==> src/hw/rtl/htiq_pkg.sv <==
package htiq_pkg;

    // configuration port
    localparam int unsigned CFG_DATA_W  = 64;
    localparam int unsigned CFG_INDEX_W = 3;

    // register indexes
    localparam logic [CFG_INDEX_W-1:0] CFG_IDX_MAGIC   = 3'd0;
    localparam logic [CFG_INDEX_W-1:0] CFG_IDX_VERSION = 3'd1;
    localparam logic [CFG_INDEX_W-1:0] CFG_IDX_PRESS   = 3'd2;
    localparam logic [CFG_INDEX_W-1:0] CFG_IDX_RELEASE = 3'd3;
    localparam logic [CFG_INDEX_W-1:0] CFG_IDX_STALE   = 3'd4;

    // register reset values (q15 thresholds, timeout in ns)
    localparam logic [14:0] PRESS_RESET   = 15'd11469;
    localparam logic [14:0] RELEASE_RESET = 15'd6553;
    localparam logic [63:0] STALE_RESET   = 64'd250000000;

    // item kinds
    localparam logic MODE_PACKET = 1'b0;
    localparam logic MODE_POLL   = 1'b1;

    typedef struct packed {
        logic               mode;
        logic [63:0]        now_time;
        logic [31:0]        magic_value;
        logic [7:0]         version_value;
        logic [15:0]        sequence_req;
        logic signed [15:0] move_x;
        logic signed [15:0] move_y;
        logic               move_valid;
        logic               aim_valid_in;
        logic               focus_button;
        logic               shoot_button;
        logic [15:0]        aim_code;
    } item_t;

    typedef struct packed {
        logic        left_held;
        logic        right_held;
        logic        up_held;
        logic        down_held;
        logic        focus_held;
        logic        shoot_held;
        logic        aim_present;
        logic [15:0] aim_out;
    } result_t;

    typedef struct packed {
        logic [31:0] expected_magic;
        logic [7:0]  expected_version;
        logic [14:0] press_threshold;
        logic [14:0] release_threshold;
        logic [63:0] stale_timeout;
    } cfg_t;

    // key pair of one axis
    typedef struct packed {
        logic neg;
        logic pos;
    } axis_keys_t;

endpackage

==> src/hw/rtl/htiq_axis.sv <==
module htiq_axis (
    input  htiq_pkg::axis_keys_t keys,
    input  logic signed [15:0]   value,
    input  logic [14:0]          press_level,
    input  logic [14:0]          release_level,
    output htiq_pkg::axis_keys_t keys_next
);
    import htiq_pkg::*;

    logic signed [16:0] val_s;
    logic signed [16:0] press_s;
    logic signed [16:0] rel_s;
    logic signed [16:0] mag_s;

    // widen to 17 bits so that the negated press level and |-32768| fit
    assign val_s   = $signed({value[15], value});
    assign press_s = $signed({2'b00, press_level});
    assign rel_s   = $signed({2'b00, release_level});
    assign mag_s   = val_s[16] ? -val_s : val_s;

    // press / release hysteresis, checked in priority order
    always_comb
    begin
        keys_next = keys;
        if (val_s <= -press_s)
        begin
            keys_next.neg = 1'b1;
            keys_next.pos = 1'b0;
        end
        else if (val_s >= press_s)
        begin
            keys_next.neg = 1'b0;
            keys_next.pos = 1'b1;
        end
        else if (mag_s <= rel_s)
        begin
            keys_next.neg = 1'b0;
            keys_next.pos = 1'b0;
        end
    end

endmodule

==> src/hw/rtl/htiq_core.sv <==
module htiq_core (
    input  logic              clk,
    input  logic              rst_n,
    input  htiq_pkg::cfg_t    cfg,
    input  logic              fire,
    input  htiq_pkg::item_t   item,
    output htiq_pkg::result_t report
);
    import htiq_pkg::*;

    logic [15:0] prev_seq_reg, prev_seq_next;
    logic        have_seq_reg, have_seq_next;
    logic [63:0] last_time_reg, last_time_next;
    logic [4:0]  held_reg, held_next;
    logic        shoot_reg, shoot_next;
    logic [15:0] aim_reg, aim_next;
    logic        aim_valid_reg, aim_valid_next;
    logic        drain_reg, drain_next;

    logic [15:0] seq_diff;
    logic        seq_newer;
    logic        pkt_ok;
    logic [63:0] elapsed;
    logic        stale;
    axis_keys_t  x_keys, x_keys_next;
    axis_keys_t  y_keys, y_keys_next;
    logic [4:0]  held_pkt;
    logic [4:0]  held_rep;
    logic        shoot_rep;
    logic        aim_valid_rep;

    // packet qualification: magic, version, wraparound sequence order
    assign seq_diff  = item.sequence_req - prev_seq_reg;
    assign seq_newer = (seq_diff != 16'd0) && !seq_diff[15];
    assign pkt_ok    = (item.magic_value == cfg.expected_magic)
                    && (item.version_value == cfg.expected_version)
                    && (!drain_reg || seq_newer);

    // staleness on a poll
    assign elapsed = item.now_time - last_time_reg;
    assign stale   = !have_seq_reg || (elapsed > cfg.stale_timeout);

    // bit 0 left, 1 right, 2 up, 3 down, 4 focus
    assign x_keys.neg = held_reg[0];
    assign x_keys.pos = held_reg[1];
    assign y_keys.neg = held_reg[2];
    assign y_keys.pos = held_reg[3];

    htiq_axis u_axis_x (
        .keys          (x_keys),
        .value         (item.move_x),
        .press_level   (cfg.press_threshold),
        .release_level (cfg.release_threshold),
        .keys_next     (x_keys_next)
    );

    htiq_axis u_axis_y (
        .keys          (y_keys),
        .value         (item.move_y),
        .press_level   (cfg.press_threshold),
        .release_level (cfg.release_threshold),
        .keys_next     (y_keys_next)
    );

    // untracked hand releases all direction keys and focus
    assign held_pkt = item.move_valid
                    ? {item.focus_button, y_keys_next.pos, y_keys_next.neg,
                       x_keys_next.pos, x_keys_next.neg}
                    : 5'd0;

    // report as seen after the staleness clear
    assign held_rep      = stale ? 5'd0 : held_reg;
    assign shoot_rep     = stale ? 1'b0 : shoot_reg;
    assign aim_valid_rep = stale ? 1'b0 : aim_valid_reg;

    always_comb
    begin
        report.left_held   = held_rep[0];
        report.right_held  = held_rep[1];
        report.up_held     = held_rep[2];
        report.down_held   = held_rep[3];
        report.focus_held  = held_rep[4];
        report.shoot_held  = shoot_rep;
        report.aim_present = aim_valid_rep;
        report.aim_out     = aim_valid_rep ? aim_reg : 16'd0;
    end

    // state update for the item leaving the input register
    always_comb
    begin
        prev_seq_next  = prev_seq_reg;
        have_seq_next  = have_seq_reg;
        last_time_next = last_time_reg;
        held_next      = held_reg;
        shoot_next     = shoot_reg;
        aim_next       = aim_reg;
        aim_valid_next = aim_valid_reg;
        drain_next     = drain_reg;
        if (fire)
        begin
            if (item.mode == MODE_PACKET)
            begin
                if (pkt_ok)
                begin
                    drain_next     = 1'b1;
                    prev_seq_next  = item.sequence_req;
                    have_seq_next  = 1'b1;
                    last_time_next = item.now_time;
                    held_next      = held_pkt;
                    shoot_next     = item.shoot_button;
                    aim_valid_next = item.aim_valid_in;
                    if (item.aim_valid_in)
                    begin
                        aim_next = item.aim_code;
                    end
                end
            end
            else
            begin
                drain_next     = 1'b0;
                held_next      = held_rep;
                shoot_next     = shoot_rep;
                aim_valid_next = aim_valid_rep;
            end
        end
    end

    // tracker state
    always_ff @(posedge clk or negedge rst_n)
    begin
        if (!rst_n)
        begin
            prev_seq_reg  <= '0;
            have_seq_reg  <= 1'b0;
            last_time_reg <= '0;
            held_reg      <= '0;
            shoot_reg     <= 1'b0;
            aim_reg       <= '0;
            aim_valid_reg <= 1'b0;
            drain_reg     <= 1'b0;
        end
        else
        begin
            prev_seq_reg  <= prev_seq_next;
            have_seq_reg  <= have_seq_next;
            last_time_reg <= last_time_next;
            held_reg      <= held_next;
            shoot_reg     <= shoot_next;
            aim_reg       <= aim_next;
            aim_valid_reg <= aim_valid_next;
            drain_reg     <= drain_next;
        end
    end

endmodule

==> src/hw/rtl/hand_tracker_input_qualifier.sv <==
// channel   direction  handshake              payload
// in        input      in_valid / in_ready    in_item  (packet or poll)
// out       output     out_valid / out_ready  out_item (held-key report)
// cfg       input      cfg_write              cfg_index, cfg_data
//
// one item per cycle while no poll is blocked: input register, then one pass of compare logic that
// updates the tracker state; a poll's report lands in the result register.
// out_valid rises once a poll leaves the input register and its report is registered.
// a poll waits in the input register only while the result register is
// full and out_ready is low; packets never wait. no clearing pass after reset.
module hand_tracker_input_qualifier (
    input  logic                                 clk,
    input  logic                                 rst_n,
    input  logic                                 in_valid,
    output logic                                 in_ready,
    input  htiq_pkg::item_t                      in_item,
    output logic                                 out_valid,
    input  logic                                 out_ready,
    output htiq_pkg::result_t                    out_item,
    input  logic                                 cfg_write,
    input  logic [htiq_pkg::CFG_INDEX_W-1:0]     cfg_index,
    input  logic [htiq_pkg::CFG_DATA_W-1:0]      cfg_data
);
    import htiq_pkg::*;

    cfg_t    cfg_reg;
    logic    stage_valid_reg;
    item_t   stage_item_reg;
    logic    out_valid_reg;
    result_t out_item_reg;
    logic    stage_go;
    logic    stage_poll;
    result_t report;

    // configuration registers
    always_ff @(posedge clk or negedge rst_n)
    begin
        if (!rst_n)
        begin
            cfg_reg.expected_magic    <= '0;
            cfg_reg.expected_version  <= '0;
            cfg_reg.press_threshold   <= PRESS_RESET;
            cfg_reg.release_threshold <= RELEASE_RESET;
            cfg_reg.stale_timeout     <= STALE_RESET;
        end
        else if (cfg_write)
        begin
            unique case (cfg_index)
                CFG_IDX_MAGIC:   cfg_reg.expected_magic    <= cfg_data[31:0];
                CFG_IDX_VERSION: cfg_reg.expected_version  <= cfg_data[7:0];
                CFG_IDX_PRESS:   cfg_reg.press_threshold   <= cfg_data[14:0];
                CFG_IDX_RELEASE: cfg_reg.release_threshold <= cfg_data[14:0];
                CFG_IDX_STALE:   cfg_reg.stale_timeout     <= cfg_data;
                default: ;
            endcase
        end
    end

    // input register moves on unless a poll finds the result register blocked
    assign stage_poll = stage_item_reg.mode == MODE_POLL;
    assign stage_go   = stage_valid_reg && (!stage_poll || !out_valid_reg || out_ready);
    assign in_ready   = !stage_valid_reg || stage_go;

    always_ff @(posedge clk or negedge rst_n)
    begin
        if (!rst_n)
        begin
            stage_valid_reg <= 1'b0;
        end
        else if (in_valid && in_ready)
        begin
            stage_valid_reg <= 1'b1;
        end
        else if (stage_go)
        begin
            stage_valid_reg <= 1'b0;
        end
    end

    always_ff @(posedge clk)
    begin
        if (in_valid && in_ready)
        begin
            stage_item_reg <= in_item;
        end
    end

    htiq_core u_core (
        .clk    (clk),
        .rst_n  (rst_n),
        .cfg    (cfg_reg),
        .fire   (stage_go),
        .item   (stage_item_reg),
        .report (report)
    );

    // result register
    always_ff @(posedge clk or negedge rst_n)
    begin
        if (!rst_n)
        begin
            out_valid_reg <= 1'b0;
        end
        else if (stage_go && stage_poll)
        begin
            out_valid_reg <= 1'b1;
        end
        else if (out_ready)
        begin
            out_valid_reg <= 1'b0;
        end
    end

    always_ff @(posedge clk)
    begin
        if (stage_go && stage_poll)
        begin
            out_item_reg <= report;
        end
    end

    assign out_valid = out_valid_reg;
    assign out_item  = out_item_reg;

    // a blocked poll must hold off new transfers
    a_poll_blocks_input: assert property (@(posedge clk) disable iff (!rst_n)
        (stage_valid_reg && stage_poll && out_valid_reg && !out_ready) |-> !in_ready)
        else $error("input accepted while a poll is blocked");

    // every poll that leaves the input register gives a report
    a_poll_reports: assert property (@(posedge clk) disable iff (!rst_n)
        (stage_go && stage_poll) |=> out_valid_reg)
        else $error("poll left the input register without a report");

    // aim field is zero whenever aim is absent
    a_aim_zero: assert property (@(posedge clk) disable iff (!rst_n)
        (out_valid_reg && !out_item_reg.aim_present) |-> (out_item_reg.aim_out == 16'd0))
        else $error("aim_out set without aim_present");

    // opposing keys of one axis are never held together
    a_no_opposing: assert property (@(posedge clk) disable iff (!rst_n)
        out_valid_reg |-> (!(out_item_reg.left_held && out_item_reg.right_held)
                        && !(out_item_reg.up_held && out_item_reg.down_held)))
        else $error("opposing direction keys held together");

endmodule
==> config.mk <==
export PLATFORM = sky130hd
export DESIGN_NAME = hand_tracker_input_qualifier
export DESIGN_NICKNAME = d
export VERILOG_FILES = /design/src/hw/rtl/htiq_pkg.sv /design/src/hw/rtl/htiq_axis.sv /design/src/hw/rtl/htiq_core.sv /design/src/hw/rtl/hand_tracker_input_qualifier.sv
export SDC_FILE = /design/constraint.sdc
export NUM_CORES = 1
export LEC_CHECK = 0
export BUFFER_PORTS_ARGS = -buffer_cell sky130_fd_sc_hd__buf_2
export CAP_MARGIN = 20
export CORE_MARGIN = 5
export CORE_UTILIZATION = 54
export DETAILED_ROUTE_END_ITERATION = 8
export GPL_TIMING_DRIVEN = 0
export HOLD_SLACK_MARGIN = 0.02
export PLACE_DENSITY = 0.77
export REMOVE_ABC_BUFFERS = 1
export SYNTH_ARGS = -nofsm -noshare
export SYNTH_HDL_FRONTEND = slang
export SYNTH_SLANG_ARGS = --single-unit
==> constraint.sdc <==
create_clock -name clk -period 4.8 [get_ports clk]
set_input_delay 0.96 -clock clk [delete_from_list [all_inputs] [get_ports clk]]
set_output_delay 0.96 -clock clk [all_outputs]
set_load 0.02 [all_outputs]
Word-level counts from Yosys, hierarchy flattened

Index checks and enable logic that the tools add are counted.

Reductions and logical operators: 32
Divide/modulo/power cells: 0
Multipliers: 0
Bitwise gates (word level): 1
Eq/ne operators: 8
Add/sub/neg operators: 5
Shift operators: 0
Muxes and demuxes: 24
Order comparisons: 7

Operators by type and width:

| cell                                                                   | number |
|---|---|
| 64-bit > comparator                                                    | 1 |
| 64-bit subtractor                                                      | 1 |
| 16-bit by 17-bit <= comparator with 1-bit output                       | 2 |
| 17-bit by 16-bit <= comparator with 1-bit output                       | 2 |
| 17-bit 2-to-1 mux                                                      | 2 |
| 16-bit negator with 17-bit output                                      | 2 |
| 32-bit equality test                                                   | 1 |
| 16-bit greater-or-equal comparator                                     | 2 |
| 5-bit 2-to-1 mux                                                       | 4 |
| 15-bit negator with 17-bit output                                      | 1 |
| 16-bit nonzero test                                                    | 1 |
| 16-bit subtractor                                                      | 1 |
| 1-bit 2-to-1 mux                                                       | 12 |
| 2-bit 2-to-1 mux                                                       | 6 |
| 2-bit AND reduction                                                    | 6 |
| 5-bit by 1-bit != test with 1-bit output (second input constant)       | 2 |
| 3-bit AND reduction                                                    | 3 |
| 8-bit equality test                                                    | 1 |
| 3-bit by 2-bit equality test with 1-bit output (second input constant) | 2 |
| 1-bit logical AND                                                      | 6 |
| 1-bit zero test                                                        | 6 |
| 2-bit nonzero test                                                     | 3 |
| 1-bit logical OR                                                       | 5 |
| 4-bit AND reduction                                                    | 1 |
| other kinds (4)                                                        | 4 |

Flip-flop bits (word level): 437
Bits of input ports: 245
Memory bits (writable): 0
Logic and storage cells: 114
Bits in latches: 0
ROM bits: 0
Memories: 0

Depth between registers and ports, before layout

Word-level depth: 9
Gate-level depth with buffers: 25
Mapped depth without buffers: 25

Hierarchy

Synthesis repeated with hierarchy kept, for this count alone.

Cell total of the unflattened synthesis: 2206
Area, all modules: 25590.8 µm²

By module, submodules not included:

| module                       | cells an instance | seq. area each (µm²) | times used | area an instance (µm²) |
|---|---|---|---|---|
| hand_tracker_input_qualifier | 493               | 9323.9               | 1          | 11399.7 |
| htiq_core                    | 1262              | 2627.5               | 1          | 10809.1 |
| htiq_axis at u_core.u_axis_x | 226               | 0.0                  | 1          | 1696.6 |
| htiq_axis at u_core.u_axis_y | 225               | 0.0                  | 1          | 1685.4 |

Least setup slack after synthesis

Ideal clock, no wire load.

Path kind: input-to-reg
From: input port out_ready
To: register stage_item_reg[0] (netlist name), enable pin
Stages on the path: 3
Path slack: -1.002 ns
Library setup time: 0.553 ns
Data arrival time: 5.249 ns
Path buffers: 0
Path through: nor2b_1 nand3_1 and2_1

Word-level cells in the longest chain between the ends: 4

Ends and longest elaborated chain:

| what                 | RTL line                           | source |
|---|---|---|
| start, declared      | hand_tracker_input_qualifier.sv:18 | `input logic out_ready,` |
| 1-bit logical OR     | hand_tracker_input_qualifier.sv:61 | `assign stage_go = stage_valid_reg && (!stage_poll \|\| !out_valid_reg \|\| out_ready);` |
| 1-bit logical AND    | hand_tracker_input_qualifier.sv:61 |  |
| 1-bit logical OR     | hand_tracker_input_qualifier.sv:62 | `assign in_ready = !stage_valid_reg \|\| stage_go;` |
| named net in_ready   | hand_tracker_input_qualifier.sv:15 | `output logic in_ready,` |
| 1-bit logical AND    | hand_tracker_input_qualifier.sv:82 | `if (in_valid && in_ready)` |
| end signal, assigned | hand_tracker_input_qualifier.sv:84 | `stage_item_reg <= in_item;` |
| end, declared        | hand_tracker_input_qualifier.sv:28 | `item_t stage_item_reg;` |

The timed path passes the listed nets, and every way through them passes these cells.
A chain may end at the register's enable or synchronous reset.

Worst setup path in the final report

From: register stage_item_reg[115] (netlist name)
To: register out_item_reg (netlist bit out_item[2]) (data pin)

Word-level cells in the longest chain between the ends: 4

Ends and longest elaborated chain:

| what                 | RTL line                            | source |
|---|---|---|
| 64-bit subtractor    | htiq_core.sv:40                     | `assign elapsed = item.now_time - last_time_reg;` |
| 64-bit > comparator  | htiq_core.sv:41                     | `assign stale = !have_seq_reg \|\| (elapsed > cfg.stale_timeout);` |
| 1-bit logical OR     | htiq_core.sv:41                     |  |
| 1-bit 2-to-1 mux     | htiq_core.sv:74                     | `assign aim_valid_rep = stale ? 1'b0 : aim_valid_reg;` |
| end signal, assigned | hand_tracker_input_qualifier.sv:118 | `out_item_reg <= report;` |
| end, declared        | hand_tracker_input_qualifier.sv:30  | `result_t out_item_reg;` |

Every way passes these cells.

==> parameters.txt <==
Parameter                              Value

Run status
  Status    complete, but fails checks
  Failing checks    negative setup slack

Floorplan
  Die span in y    224 microns
  Die extent in x    224 microns
  Top-level port count    270
  Total Die Area    roughly 50000 sq um
  Initial standard-cell utilization of the core    0.546
  Count of standard-cell rows    78
  Core area    about 45000 sq um

Cells and area
  Final Instance Area    29200 sq um
  Area of combinational cells with multiple inputs    12300 sq um
  # fillers    3574
  Share of cells above drive strength 1    0.250
  Flip-flop count of the largest register, all copies and words added    between 150 and 200
  Storage element area    about 12000 sq um
  Relative area change from synthesis to final layout    18.1%
  Nets    ~3k

Global routing
  Via count of the first global-routing pass    about 19k
  Antenna violations before repair    7
  Largest net degree at the start of global routing    between 90 and 100
  Gr ovfl total    0
  Wire length of the first global-routing pass    98600 microns
  Overall track demand over capacity in global routing    0.244

CTS
  CTS buffer count    47
  CTS tree    yes
  Worst-case clock buffer depth    3
  Clock latency reported for the late side of the worst-skew pair    0.59 ns
  Number of sinks on the clock net    437
  Clock-pin slew on the worst setup and hold paths    0.06 ns
  Root Buffer    clkbuf_16
  CTS H-tree lvls    2

Power and ir drop
  Net switching power    2960 uW
  Part of the power in the clock network    0.350
  Power Density    about 350 nW/um^2
  Internal power contribution    7350 uW
  Max VDD drop    0.337 mV
  Lkg Pwr    0.0125 uW
  Sw Ratio    0.287
  Combinational Power Share    0.211
  Register share of total power    0.439

Place
  HPWL Detailed    around 47000 microns
  Final GP Congestion    0.912
  Area after DPL    26900 sq um
  Number of port buffers    269

Route
  Count of vias placed by the detailed router    18.2k
  Routed Wire Length    around 63000 microns
  Average routed wire per standard cell    19.7 microns
  Mean number of vias per cell    ~5.7
  Number of nets with antenna violations after detailed routing    0
  Number of optimization iterations in the first detailed-route pass    5
  Starting DRT DRC Count    1230
  DRC    0

Synth
  Sequential-to-total area share from yosys stat    0.483
  Number of flops mapped to enable cells by yosys    196
  Synth warnings    0
  Most used standard cell by instance count after synthesis    ha_1
  Post-synthesis instance total    2250
  Async S/R FF share, synth    0.551
  Top_reg_cell synth    dfrtp_1
  #FFs+latches synth    roughly 440
  Yosys top cell area share    0.238
  Dominant cells by area after synthesis    edfxtp_1 (24%), dfrtp_1 (22%), ha_1 (12%)
  Distinct cell type count of the synthesized netlist    81
  Largest area contributor in the synthesized netlist    edfxtp_1
  Average cell area after synthesis    11.0 sq um
  Leading cell types by count after synthesis    ha_1 (237), dfrtp_1 (213), inv_1 (203), edfxtp_1 (196), nand2_1 (179)
  Summed instance area of the synthesized netlist    approximately 25000 sq um

Timing
  Tmin final    about 5.2 ns
  Highest Clock Rate    0.191 GHz
  Final period util    1.09
  Post-route setup slack    -0.444 ns
  Slew HR    0.314
  Unrepaired setup endpoints after global routing    true
  Final setup violation count    30
  Max-slew violation total from the final report    0
  Count of final hold-check violations    0
  Setup skew after layout    0.0145 ns
  Post-Route Setup TNS    -11.41 ns
  Slew of the pin with the lowest slew margin    1.02 ns

Critical path
  Depth of the worst register-to-register path    22
  Startpoint kind of the worst setup timing path    register
  Register-to-register setup slack    -0.44 ns
  Category of the most critical setup path    register to register
  Reg2Reg Launch Point    stage_item_reg[115]$_DFFE_PP_
  Worst EP required    5.14 ns
  Data arrival, critical path    5.58 ns
  Element type at the critical path end    register
  Highest net fanout along the worst path    17
  Crit Reg-Reg Endpoint    out_item[2]$_SDFFCE_PN0P_

Worst hold path
  Path category of the worst min-delay check    input port to asynchronous set/reset pin

Flow run
  Max-cap violations    0
==> cell type report <==
type / count / share of cell area
Timing Repair Buffer: 318 / 0.0662
Sequential cell: 437 / 0.409
Tap cell: 600 / 0.0257
Clock inverter: 25 / 0.00762
Inverter: 203 / 0.0261
Multi-Input combinational cell: 1547 / 0.421
Antenna cell: 5 / 0.000428
Clock buffer: 62 / 0.0446
==> per-stage QoR <==
step,setup WS (ns),hold WS [ns],cells,total power [uW],util
3_3_place_gp,-6.58,0.439,3056,6560,0.585
4_1_cts,-0.402,0.308,3184,10400,0.638
5_1_grt,-0.614,0.343,3197,10900,0.644
2_1_floorplan,-2.58,0.431,2187,5960,-
6_report,-0.444,0.317,3197,10300,0.644
3_5_place_dp,-2.24,0.450,3075,6650,0.593
==> critical path, cell delays in order, from the launching register on <==
cell	delay (ns)
edfxtp_1	0.42
ha_2	0.41
nand4_1	0.22
nor3b_1	0.27
o31a_1	0.22
or2_4	0.16
o21ai_4	0.07
a31oi_4	0.24
a31oi_4	0.17
buf_6	0.17
o41ai_1	0.56
xor2_1	0.14
ha_1	0.32
nand4_1	0.19
a211oi_2	0.31
a2111oi_4	0.09
o21ai_2	0.24
a221oi_4	0.07
a21oi_4	0.25
buf_12	0.15
nor2b_4	0.04
buf_12	0.13
and2_1	0.15
==> logic make-up after synthesis <==
logic type	Yosys count	synth area share
AOI/OAI and AO/OA	501	0.124
DFF	437	0.483
xor gates and xnor gates	146	0.0516
and+or+nand+nor	509	0.101
muxes	152	0.0766
adders and majority gates	239	0.121
buffers and inverters	266	0.0425
==> power groups by stage <==
stage               Sequential, uW  Combinational (uW)  Clock (uW)
floorplan                     4550                1410           0
global placement              4600                1950           0
detailed placement            4590                2060           0
CTS                           4520                2150        3680
global route                  4560                2460        3850
finish                        4520                2180        3610
==> worst max path at each step <==
stage               depth (start not counted)                             end                          start
global placement                            4         cfg_reg[30]$_DFFE_PN0P_                   cfg_index[0]
CTS                                        21       out_item[3]$_SDFFCE_PN0P_  stage_item_reg[109]$_DFFE_PP_
finish                                     22       out_item[2]$_SDFFCE_PN0P_  stage_item_reg[115]$_DFFE_PP_
global route                               22      out_item[11]$_SDFFCE_PN0P_  stage_item_reg[115]$_DFFE_PP_
detailed placement                         20  u_core.held_reg[3]$_DFFE_PN0P_  stage_item_reg[109]$_DFFE_PP_
floorplan                                   2          cfg_reg[0]$_DFFE_PN0P_                   cfg_index[1]
==> what timing repair did <==
item,CTS,global route
resized for setup,71,48
hold buffers,0,0
gates cloned,0,0
setup buffers,23,9
setup endpoints to repair,30,30
pin swaps,25,40
==> metal layers <==
metal | part of all wire | global-route usage | vias to the layer above | routed length (microns)
met5 | 0.00011 | 0 | - | 7
met4 | 0.039 | 0.0996 | 2 | 2440
met3 | 0.053 | 0.0373 | 136 | 3360
met2 | 0.48 | 0.404 | 506 | 30300
met1 | 0.43 | 0.324 | 8821 | 26900
li1 | - | - | 8707 | -
==> layout by cell type, fill, tap and decap left out, drive strengths merged, types with 16 or more instances in the layout <==
cell type / Yosys / layout
a21o: 44 / 44
a21oi: 127 / 127
and2: 23 / 23
buf: 12 / 318
clkbuf: 51 / 62
clkinv: 0 / 17
dfrtp: 213 / 213
dfstp: 28 / 28
edfxtp: 196 / 196
ha: 237 / 237
inv: 203 / 207
mux2: 150 / 150
nand2: 180 / 180
nand2b: 19 / 19
nand3: 40 / 40
nand4: 47 / 47
nor2: 86 / 86
nor2b: 25 / 25
nor3: 26 / 26
nor4: 16 / 16
o21ai: 183 / 183
o21bai: 17 / 17
xnor2: 109 / 109
xor2: 37 / 37
Note: power is estimated with default switching activity, not from simulation.
